--- src/design/sfss_pkg.sv ---
package sfss_pkg;

	localparam int MAX_TAPS = 32;
	localparam int PTR_W    = $clog2(MAX_TAPS);
	localparam int TAPS_W   = $clog2(MAX_TAPS + 1);
	localparam int CNT_W    = $clog2(MAX_TAPS + 2);
	localparam int ACC_W    = 32 + $clog2(MAX_TAPS) + 1;

	localparam int SMP_W    = 16;
	localparam int TCNT_W   = 6;
	localparam int SHIFT_W  = 5;
	localparam int IDX_W    = 5;
	localparam int CFG_W    = 6;

	localparam logic OP_LOAD   = 1'b0;
	localparam logic OP_SAMPLE = 1'b1;

	localparam logic CFG_TAP_COUNT    = 1'b0;
	localparam logic CFG_SHIFT_AMOUNT = 1'b1;

	localparam logic signed [SMP_W-1:0] SAT_MAX = 16'sd32767;
	localparam logic signed [SMP_W-1:0] SAT_MIN = -16'sd32768;

	typedef enum logic [1:0] {
		ST_IDLE,
		ST_MAC,
		ST_OUT
	} seq_state_t;

	typedef struct packed {
		logic clear;
		logic acc_en;
	} mac_ctrl_t;

endpackage

--- src/design/sfss_store.sv ---
module sfss_store import sfss_pkg::*; (
	input  logic                    clk,
	input  logic                    arst_n,
	input  logic                    coef_we,
	input  logic [PTR_W-1:0]        coef_widx,
	input  logic signed [SMP_W-1:0] coef_wval,
	input  logic                    smp_we,
	input  logic signed [SMP_W-1:0] smp_left,
	input  logic signed [SMP_W-1:0] smp_right,
	input  logic [PTR_W-1:0]        coef_ridx,
	input  logic [PTR_W-1:0]        smp_raddr,
	output logic [PTR_W-1:0]        wr_ptr,
	output logic signed [SMP_W-1:0] coef_rd,
	output logic signed [SMP_W-1:0] left_rd,
	output logic signed [SMP_W-1:0] right_rd
);

	logic signed [SMP_W-1:0] coef_q  [MAX_TAPS];
	logic signed [SMP_W-1:0] left_q  [MAX_TAPS];
	logic signed [SMP_W-1:0] right_q [MAX_TAPS];
	logic [MAX_TAPS-1:0]     coef_vld_q;
	logic [PTR_W-1:0]        wp_q;

	// valid bits stand in for the all-zero coefficient reset
	always_ff @(posedge clk or negedge arst_n) begin
		if (!arst_n) begin
			coef_vld_q <= '0;
			wp_q       <= '0;
		end else begin
			if (coef_we)
				coef_vld_q[coef_widx] <= 1'b1;
			if (smp_we)
				wp_q <= (wp_q == PTR_W'(MAX_TAPS - 1)) ? '0 : wp_q + 1'b1;
		end
	end

	always_ff @(posedge clk) begin
		if (coef_we)
			coef_q[coef_widx] <= coef_wval;
		if (smp_we) begin
			left_q[wp_q]  <= smp_left;
			right_q[wp_q] <= smp_right;
		end
	end

	assign wr_ptr   = wp_q;
	assign coef_rd  = coef_vld_q[coef_ridx] ? coef_q[coef_ridx] : '0;
	assign left_rd  = left_q[smp_raddr];
	assign right_rd = right_q[smp_raddr];

endmodule

--- src/design/sfss_mac.sv ---
module sfss_mac import sfss_pkg::*; (
	input  logic                    clk,
	input  mac_ctrl_t               ctrl,
	input  logic signed [SMP_W-1:0] coef,
	input  logic signed [SMP_W-1:0] left,
	input  logic signed [SMP_W-1:0] right,
	input  logic [SHIFT_W-1:0]      shift,
	output logic signed [SMP_W-1:0] sat_left,
	output logic signed [SMP_W-1:0] sat_right
);

	logic signed [ACC_W-1:0]   acc_l_q;
	logic signed [ACC_W-1:0]   acc_r_q;
	logic signed [2*SMP_W-1:0] prod_l;
	logic signed [2*SMP_W-1:0] prod_r;

	// shift magnitude toward zero, then clamp to 16 bits
	function automatic logic signed [SMP_W-1:0] scale_sat(
		input logic signed [ACC_W-1:0] acc,
		input logic [SHIFT_W-1:0]      sh
	);
		logic [ACC_W-1:0] mag;
		logic             neg;
		logic signed [SMP_W-1:0] r;
		neg = acc[ACC_W-1];
		mag = neg ? ACC_W'(-acc) : ACC_W'(acc);
		mag = mag >> sh;
		if (neg)
			r = (mag > ACC_W'(32768)) ? SAT_MIN : SMP_W'(-mag);
		else
			r = (mag > ACC_W'(32767)) ? SAT_MAX : SMP_W'(mag);
		return r;
	endfunction

	assign prod_l = left * coef;
	assign prod_r = right * coef;

	always_ff @(posedge clk) begin
		if (ctrl.clear) begin
			acc_l_q <= '0;
			acc_r_q <= '0;
		end else if (ctrl.acc_en) begin
			acc_l_q <= acc_l_q + ACC_W'(prod_l);
			acc_r_q <= acc_r_q + ACC_W'(prod_r);
		end
	end

	assign sat_left  = scale_sat(acc_l_q, shift);
	assign sat_right = scale_sat(acc_r_q, shift);

endmodule

--- src/design/sfss_seq.sv ---
module sfss_seq import sfss_pkg::*; (
	input  logic               clk,
	input  logic               arst_n,
	input  logic               in_valid,
	input  logic               opcode,
	input  logic               block_start,
	input  logic [TCNT_W-1:0]  tap_count,
	input  logic               out_ready,
	input  logic [PTR_W-1:0]   wr_ptr,
	output logic               in_ready,
	output logic               out_valid,
	output logic               out_load,
	output mac_ctrl_t          mac_ctrl,
	output logic [PTR_W-1:0]   coef_ridx,
	output logic [PTR_W-1:0]   smp_raddr
);

	seq_state_t         state_q, state_d;
	logic [PTR_W-1:0]   step_q;
	logic [PTR_W-1:0]   addr_q;
	logic [CNT_W-1:0]   cnt_q;
	logic [CNT_W-1:0]   cnt_d;
	logic               out_valid_q;
	logic [TAPS_W-1:0]  eff_taps;
	logic [PTR_W-1:0]   start_addr;
	logic               accept;
	logic               fire;
	logic               last;
	logic               out_free;
	int                 start_sum;

	always_comb begin
		if (tap_count == '0)
			eff_taps = TAPS_W'(1);
		else if (32'(tap_count) > MAX_TAPS)
			eff_taps = TAPS_W'(MAX_TAPS);
		else
			eff_taps = TAPS_W'(tap_count);
	end

	always_comb begin
		cnt_d = block_start ? '0 : cnt_q;
		if (32'(cnt_d) < MAX_TAPS + 1)
			cnt_d = cnt_d + 1'b1;
	end

	// oldest window sample: newest slot minus (taps - 1), wrapped
	always_comb begin
		start_sum = int'(wr_ptr) + MAX_TAPS - int'(eff_taps) + 1;
		if (start_sum >= MAX_TAPS)
			start_sum = start_sum - MAX_TAPS;
		start_addr = PTR_W'(start_sum);
	end

	assign accept   = in_valid && (state_q == ST_IDLE);
	assign fire     = accept && (opcode == OP_SAMPLE) && (32'(cnt_d) > 32'(eff_taps));
	assign last     = (step_q == PTR_W'(eff_taps - 1'b1));
	assign out_free = !out_valid_q || out_ready;

	always_comb begin
		state_d = state_q;
		unique case (state_q)
			ST_IDLE: if (fire) state_d = ST_MAC;
			ST_MAC:  if (last) state_d = ST_OUT;
			ST_OUT:  if (out_free) state_d = ST_IDLE;
			default: state_d = ST_IDLE;
		endcase
	end

	always_comb begin
		in_ready        = (state_q == ST_IDLE);
		mac_ctrl.clear  = fire;
		mac_ctrl.acc_en = (state_q == ST_MAC);
		out_load        = (state_q == ST_OUT) && out_free;
	end

	always_ff @(posedge clk or negedge arst_n) begin
		if (!arst_n) begin
			state_q     <= ST_IDLE;
			step_q      <= '0;
			addr_q      <= '0;
			cnt_q       <= '0;
			out_valid_q <= 1'b0;
		end else begin
			state_q <= state_d;
			if (accept && opcode == OP_SAMPLE)
				cnt_q <= cnt_d;
			if (fire) begin
				step_q <= '0;
				addr_q <= start_addr;
			end else if (state_q == ST_MAC) begin
				step_q <= step_q + 1'b1;
				addr_q <= (addr_q == PTR_W'(MAX_TAPS - 1)) ? '0 : addr_q + 1'b1;
			end
			if (out_load)
				out_valid_q <= 1'b1;
			else if (out_ready)
				out_valid_q <= 1'b0;
		end
	end

	assign out_valid = out_valid_q;
	assign coef_ridx = step_q;
	assign smp_raddr = addr_q;

endmodule

--- src/design/stereo_fir_shift_saturate.sv ---
// Channel | Signals                                                   | Handshake
// in      | opcode tap_index tap_value pcm_left pcm_right block_start | in_valid / in_ready
// out     | out_left out_right                                        | out_valid / out_ready
// cfg     | cfg_index cfg_data                                        | cfg_write, no wait
//
// Load item and sample item without result: no MAC pass; in_ready stays high.
// Sample item with result (taps = tap_count clamped to 1..32): clear, then one shared
// MAC pair stepping one tap per cycle, then output; in_ready is low until the result
// is registered. A result waits in the accumulators while the output register is full.
// The result stays in the output register while the next item is taken.
// No clearing pass after reset; coefficients read as zero until written.
module stereo_fir_shift_saturate import sfss_pkg::*; (
	input  logic                    clk,
	input  logic                    arst_n,
	input  logic                    in_valid,
	output logic                    in_ready,
	input  logic                    opcode,
	input  logic [IDX_W-1:0]        tap_index,
	input  logic signed [SMP_W-1:0] tap_value,
	input  logic signed [SMP_W-1:0] pcm_left,
	input  logic signed [SMP_W-1:0] pcm_right,
	input  logic                    block_start,
	output logic                    out_valid,
	input  logic                    out_ready,
	output logic signed [SMP_W-1:0] out_left,
	output logic signed [SMP_W-1:0] out_right,
	input  logic                    cfg_write,
	input  logic                    cfg_index,
	input  logic [CFG_W-1:0]        cfg_data
);

	logic [TCNT_W-1:0]       tap_count_q;
	logic [SHIFT_W-1:0]      shift_q;
	logic signed [SMP_W-1:0] out_left_q;
	logic signed [SMP_W-1:0] out_right_q;
	logic                    accept;
	logic                    coef_we;
	logic                    smp_we;
	logic                    out_load;
	mac_ctrl_t               mac_ctrl;
	logic [PTR_W-1:0]        wr_ptr;
	logic [PTR_W-1:0]        coef_ridx;
	logic [PTR_W-1:0]        smp_raddr;
	logic signed [SMP_W-1:0] coef_rd;
	logic signed [SMP_W-1:0] left_rd;
	logic signed [SMP_W-1:0] right_rd;
	logic signed [SMP_W-1:0] sat_left;
	logic signed [SMP_W-1:0] sat_right;

	always_ff @(posedge clk or negedge arst_n) begin
		if (!arst_n) begin
			tap_count_q <= TCNT_W'(16);
			shift_q     <= '0;
		end else if (cfg_write) begin
			unique case (cfg_index)
				CFG_TAP_COUNT:    tap_count_q <= TCNT_W'(cfg_data);
				CFG_SHIFT_AMOUNT: shift_q     <= SHIFT_W'(cfg_data);
				default:          ;
			endcase
		end
	end

	assign accept  = in_valid && in_ready;
	assign coef_we = accept && (opcode == OP_LOAD) && (32'(tap_index) < MAX_TAPS);
	assign smp_we  = accept && (opcode == OP_SAMPLE);

	sfss_store u_store (
		.clk       (clk),
		.arst_n    (arst_n),
		.coef_we   (coef_we),
		.coef_widx (PTR_W'(tap_index)),
		.coef_wval (tap_value),
		.smp_we    (smp_we),
		.smp_left  (pcm_left),
		.smp_right (pcm_right),
		.coef_ridx (coef_ridx),
		.smp_raddr (smp_raddr),
		.wr_ptr    (wr_ptr),
		.coef_rd   (coef_rd),
		.left_rd   (left_rd),
		.right_rd  (right_rd)
	);

	sfss_mac u_mac (
		.clk       (clk),
		.ctrl      (mac_ctrl),
		.coef      (coef_rd),
		.left      (left_rd),
		.right     (right_rd),
		.shift     (shift_q),
		.sat_left  (sat_left),
		.sat_right (sat_right)
	);

	sfss_seq u_seq (
		.clk         (clk),
		.arst_n      (arst_n),
		.in_valid    (in_valid),
		.opcode      (opcode),
		.block_start (block_start),
		.tap_count   (tap_count_q),
		.out_ready   (out_ready),
		.wr_ptr      (wr_ptr),
		.in_ready    (in_ready),
		.out_valid   (out_valid),
		.out_load    (out_load),
		.mac_ctrl    (mac_ctrl),
		.coef_ridx   (coef_ridx),
		.smp_raddr   (smp_raddr)
	);

	always_ff @(posedge clk) begin
		if (out_load) begin
			out_left_q  <= sat_left;
			out_right_q <= sat_right;
		end
	end

	assign out_left  = out_left_q;
	assign out_right = out_right_q;

endmodule
--- config.mk ---
export PLATFORM = sky130hd
export DESIGN_NAME = stereo_fir_shift_saturate
export DESIGN_NICKNAME = d
export VERILOG_FILES = /design/src/design/sfss_pkg.sv /design/src/design/sfss_store.sv /design/src/design/sfss_mac.sv /design/src/design/sfss_seq.sv /design/src/design/stereo_fir_shift_saturate.sv
export SDC_FILE = /design/constraint.sdc
export NUM_CORES = 2
export LEC_CHECK = 0
export BUFFER_PORTS_ARGS = -buffer_cell sky130_fd_sc_hd__buf_2
export CORE_ASPECT_RATIO = 0.7
export CORE_MARGIN = 4
export CORE_UTILIZATION = 50
export DETAILED_ROUTE_END_ITERATION = 10
export PLACE_DENSITY = 0.73
export SETUP_SLACK_MARGIN = 0.3
export SYNTH_ARGS = -nofsm -noshare
export SYNTH_HDL_FRONTEND = slang
export SYNTH_SLANG_ARGS = --single-unit
--- constraint.sdc ---
create_clock -name clk -period 10.9 [get_ports clk]
set_input_delay 0.545 -clock clk [delete_from_list [all_inputs] [get_ports clk]]
set_output_delay 0.545 -clock clk [all_outputs]
set_load 0.01 [all_outputs]
==> run metrics <==
status finished, final reports clean; vias per std cell 6.43; measured slew at the worst slew-check pin 1.28 ns; startpoint types register; yosys warns 0; kind of critical path reg -> reg; Setup Total Neg Slack 0 ns; most frequent cell after synthesis edfxtp_1; grt met2 use 41.8%; first-pass GRT wire length 436000 µm; Area Overhead vs Synth 9.67%; vias 64.7k; Total Routed Length 290000 µm; IO Pins 101; antenna violations before repair 16; worst hold path depth 2; leading area contributor after synthesis edfxtp_1; GRT Util Overall 28.2%; proportion of layout cells with a drive suffix above 1 18.0%; Worst R2R Path Depth 29; CTS tree done; WP data arrival 10.57 ns; register area share after synthesis 50.2%; R2R setup slack 1.01 ns; nets 8246; async set or reset register ratio after synthesis 3.92%; Sink Count 1711; Place WS 0.744 ns; starting density of the core 50.3%; fin area 0.110 mm²; Std-Cell Rows 137; Routed WL per cell 28.9 µm; Slowest Stage Delay on Critical Path 0.91 ns; clock buffer depth 3; DR iter-0 viols 9275; Placed Instance Area 0.105 mm²; Reg clk slew, reported paths 0.07 ns; final count of hold timing violations 0; Max Cap Violations 0; Synth top area share 47.0%; Layout Utilization 55.1%; synthesized cell area 0.100 mm²; Post-Syn Instances 7249; Final Wtd Congestion 0.956; DR pass1 iterations 8; largest net degree at the start of global routing 78; Synth cell types 102; Post-synth EDFFs 1568; worst-path maximum fanout 34; GRT met1 Usage 41.0%; min Tclk post-route 9.89 ns; post-route setup slack 1.01 ns; f_max 0.101 GHz; Net Count, Synth 8211; Hold Crit Class in -> reg; Worst-Skew Late Latency 0.84 ns; Setup Viol. Count Final 0; # port buffers 100; Die ar. 0.208 mm²; largest cells by area after synthesis edfxtp_1, fa_1, mux4_2, ha_1, inv_1; max-slew violations 0; DP Wirelength 185000 µm; Synth top cells by count edfxtp_1, inv_1, fa_1; Worst path slowest cell mux2i_2; Setup Skew 0.0776 ns; Critical Path End Type register; Core ar. 0.199 mm²; CTS Buf Count 158; remaining global-route overflow 0; mean post-synth cell area 13.8 µm²; Slew HR 14.4%; number of synthesized register bits 1711; grt peak-use layer met2; Die Span Y 382 µm; width of the die 543 µm; DRC Markers 0; setup repair after global routing missed its margin false; final antenna-violating net count 0; H-tree depth 4; fin crit share 90.7%; main flop type after synthesis edfxtp_1; met3 global-route usage 8.29%; Root Driver clkbuf_16; vias in the first global route 65.5k; worst path required time 11.58 ns
==> metal layers <==
metal | share of wire (%) | wire length [µm]
met3 | 13 | 37800
met4 | 2.7 | 7920
met1 | 40 | 116000
met5 | 0.027 | 77
met2 | 44 | 129000
==> per-stage QoR <==
stage / instances / hold WS [ns]
6_report: 10100 / 0.0779
5_1_grt: 10100 / 0.0537
4_1_cts: 10100 / 0.00839
3_5_place_dp: 9763 / 0.451
3_3_place_gp: 9763 / 0.450
2_1_floorplan: 7249 / 0.249
==> area by class of cell <==
cell class	instances	area, µm²
multi-input cells	4319	45700
fillers	15700	89300
repair buffers	317	2320
clock buffers	196	4140
flip-flops and latches	1711	50300
diodes	4	10.0
inverters	777	2920
clock inverters	90	1080
well taps	2641	3300
==> flip-flops by register name, summed over array words and instances (netlist names), 5 cells and up <==
register,flops
out_left,16
u_mac.acc_r_q,38
u_mac.acc_l_q,38
u_store.left_q,512
u_store.wr_ptr,5
u_seq.cnt_q,6
shift_q,5
u_store.right_q,512
u_store.coef_q,512
u_store.coef_vld_q,32
u_seq.smp_raddr,5
tap_count_q,6
out_right,16
u_seq.coef_ridx,5
==> kinds of logic (layout without fill, tap and decap cells) <==
kind of cell | after synthesis | after routing | share of synthesized area, %
compound gates | 929 | 929 | 6.64
buf+inv | 1219 | 1380 | 4.61
flops | 1711 | 1711 | 50.2
xor+xnor | 134 | 134 | 1.17
other cells | 0 | 4 | 0
simple gates | 1706 | 1706 | 8.50
mux | 655 | 655 | 12.8
fa+ha+maj | 895 | 895 | 16.0
==> path summary, 6_finish.rpt <==
kind,start,to
max reg2reg,u_seq.smp_raddr[0],u_mac.acc_l_q[37]
max in group asynchronous,arst_n,u_seq.coef_ridx[1]
min reg2reg,u_store.coef_vld_q[23],u_store.coef_vld_q[23]
min in group asynchronous,arst_n,u_seq.state_q[0]
max,u_seq.smp_raddr[0],u_mac.acc_l_q[37]
min,block_start,u_seq.cnt_q[5]
==> worst max-delay path: cells and delay by family, from the launching register on <==
family | cells | cell delay, ns
AO/OA/AOI/OAI | 10 | 2.63
adder cells (fa/ha/maj) | 7 | 3.01
buffers and inverters | 7 | 0.94
flip-flops | 1 | 0.82
multiplexers | 4 | 2.25
AND/OR/NAND/NOR | 1 | 0.07
==> repair_timing <==
item / in CTS / in global routing
hold endpoints to repair: 8 / 0
buffers inserted: 0 / 1
gates resized for setup: 0 / 2
endpoints found under the setup margin: 0 / 5
hold buffers: 1 / 0
==> placed cells by master, fill, tap and decap left out, types with 32 or more instances in the layout <==
cell type     n
dfrtp_1      52
nand3_1      78
ha_1        248
dfxtp_1      74
o211ai_1     52
inv_1       775
edfxtp_1   1568
nor2_1      407
o22ai_1      61
nor4_1       37
nor2_4       33
nor2_2       35
nor3_1       90
a21o_1       42
o21ai_0     160
clkinv_1     32
clkbuf_16   159
clkbuf_1     35
a31oi_1      47
nand4_1      47
buf_4       202
nand2b_1    138
or3_1        36
a21oi_1     134
xnor2_1      70
nor2b_1     129
nand2_1     413
or2_2        82
fa_1        647
xor2_1       64
buf_2        99
mux4_2      498
mux2_2       56
mux2i_1      84
Power is left out: the tool's default activity adds up to more than one toggle a clock period on the data nets, which glitch-free logic cannot reach.
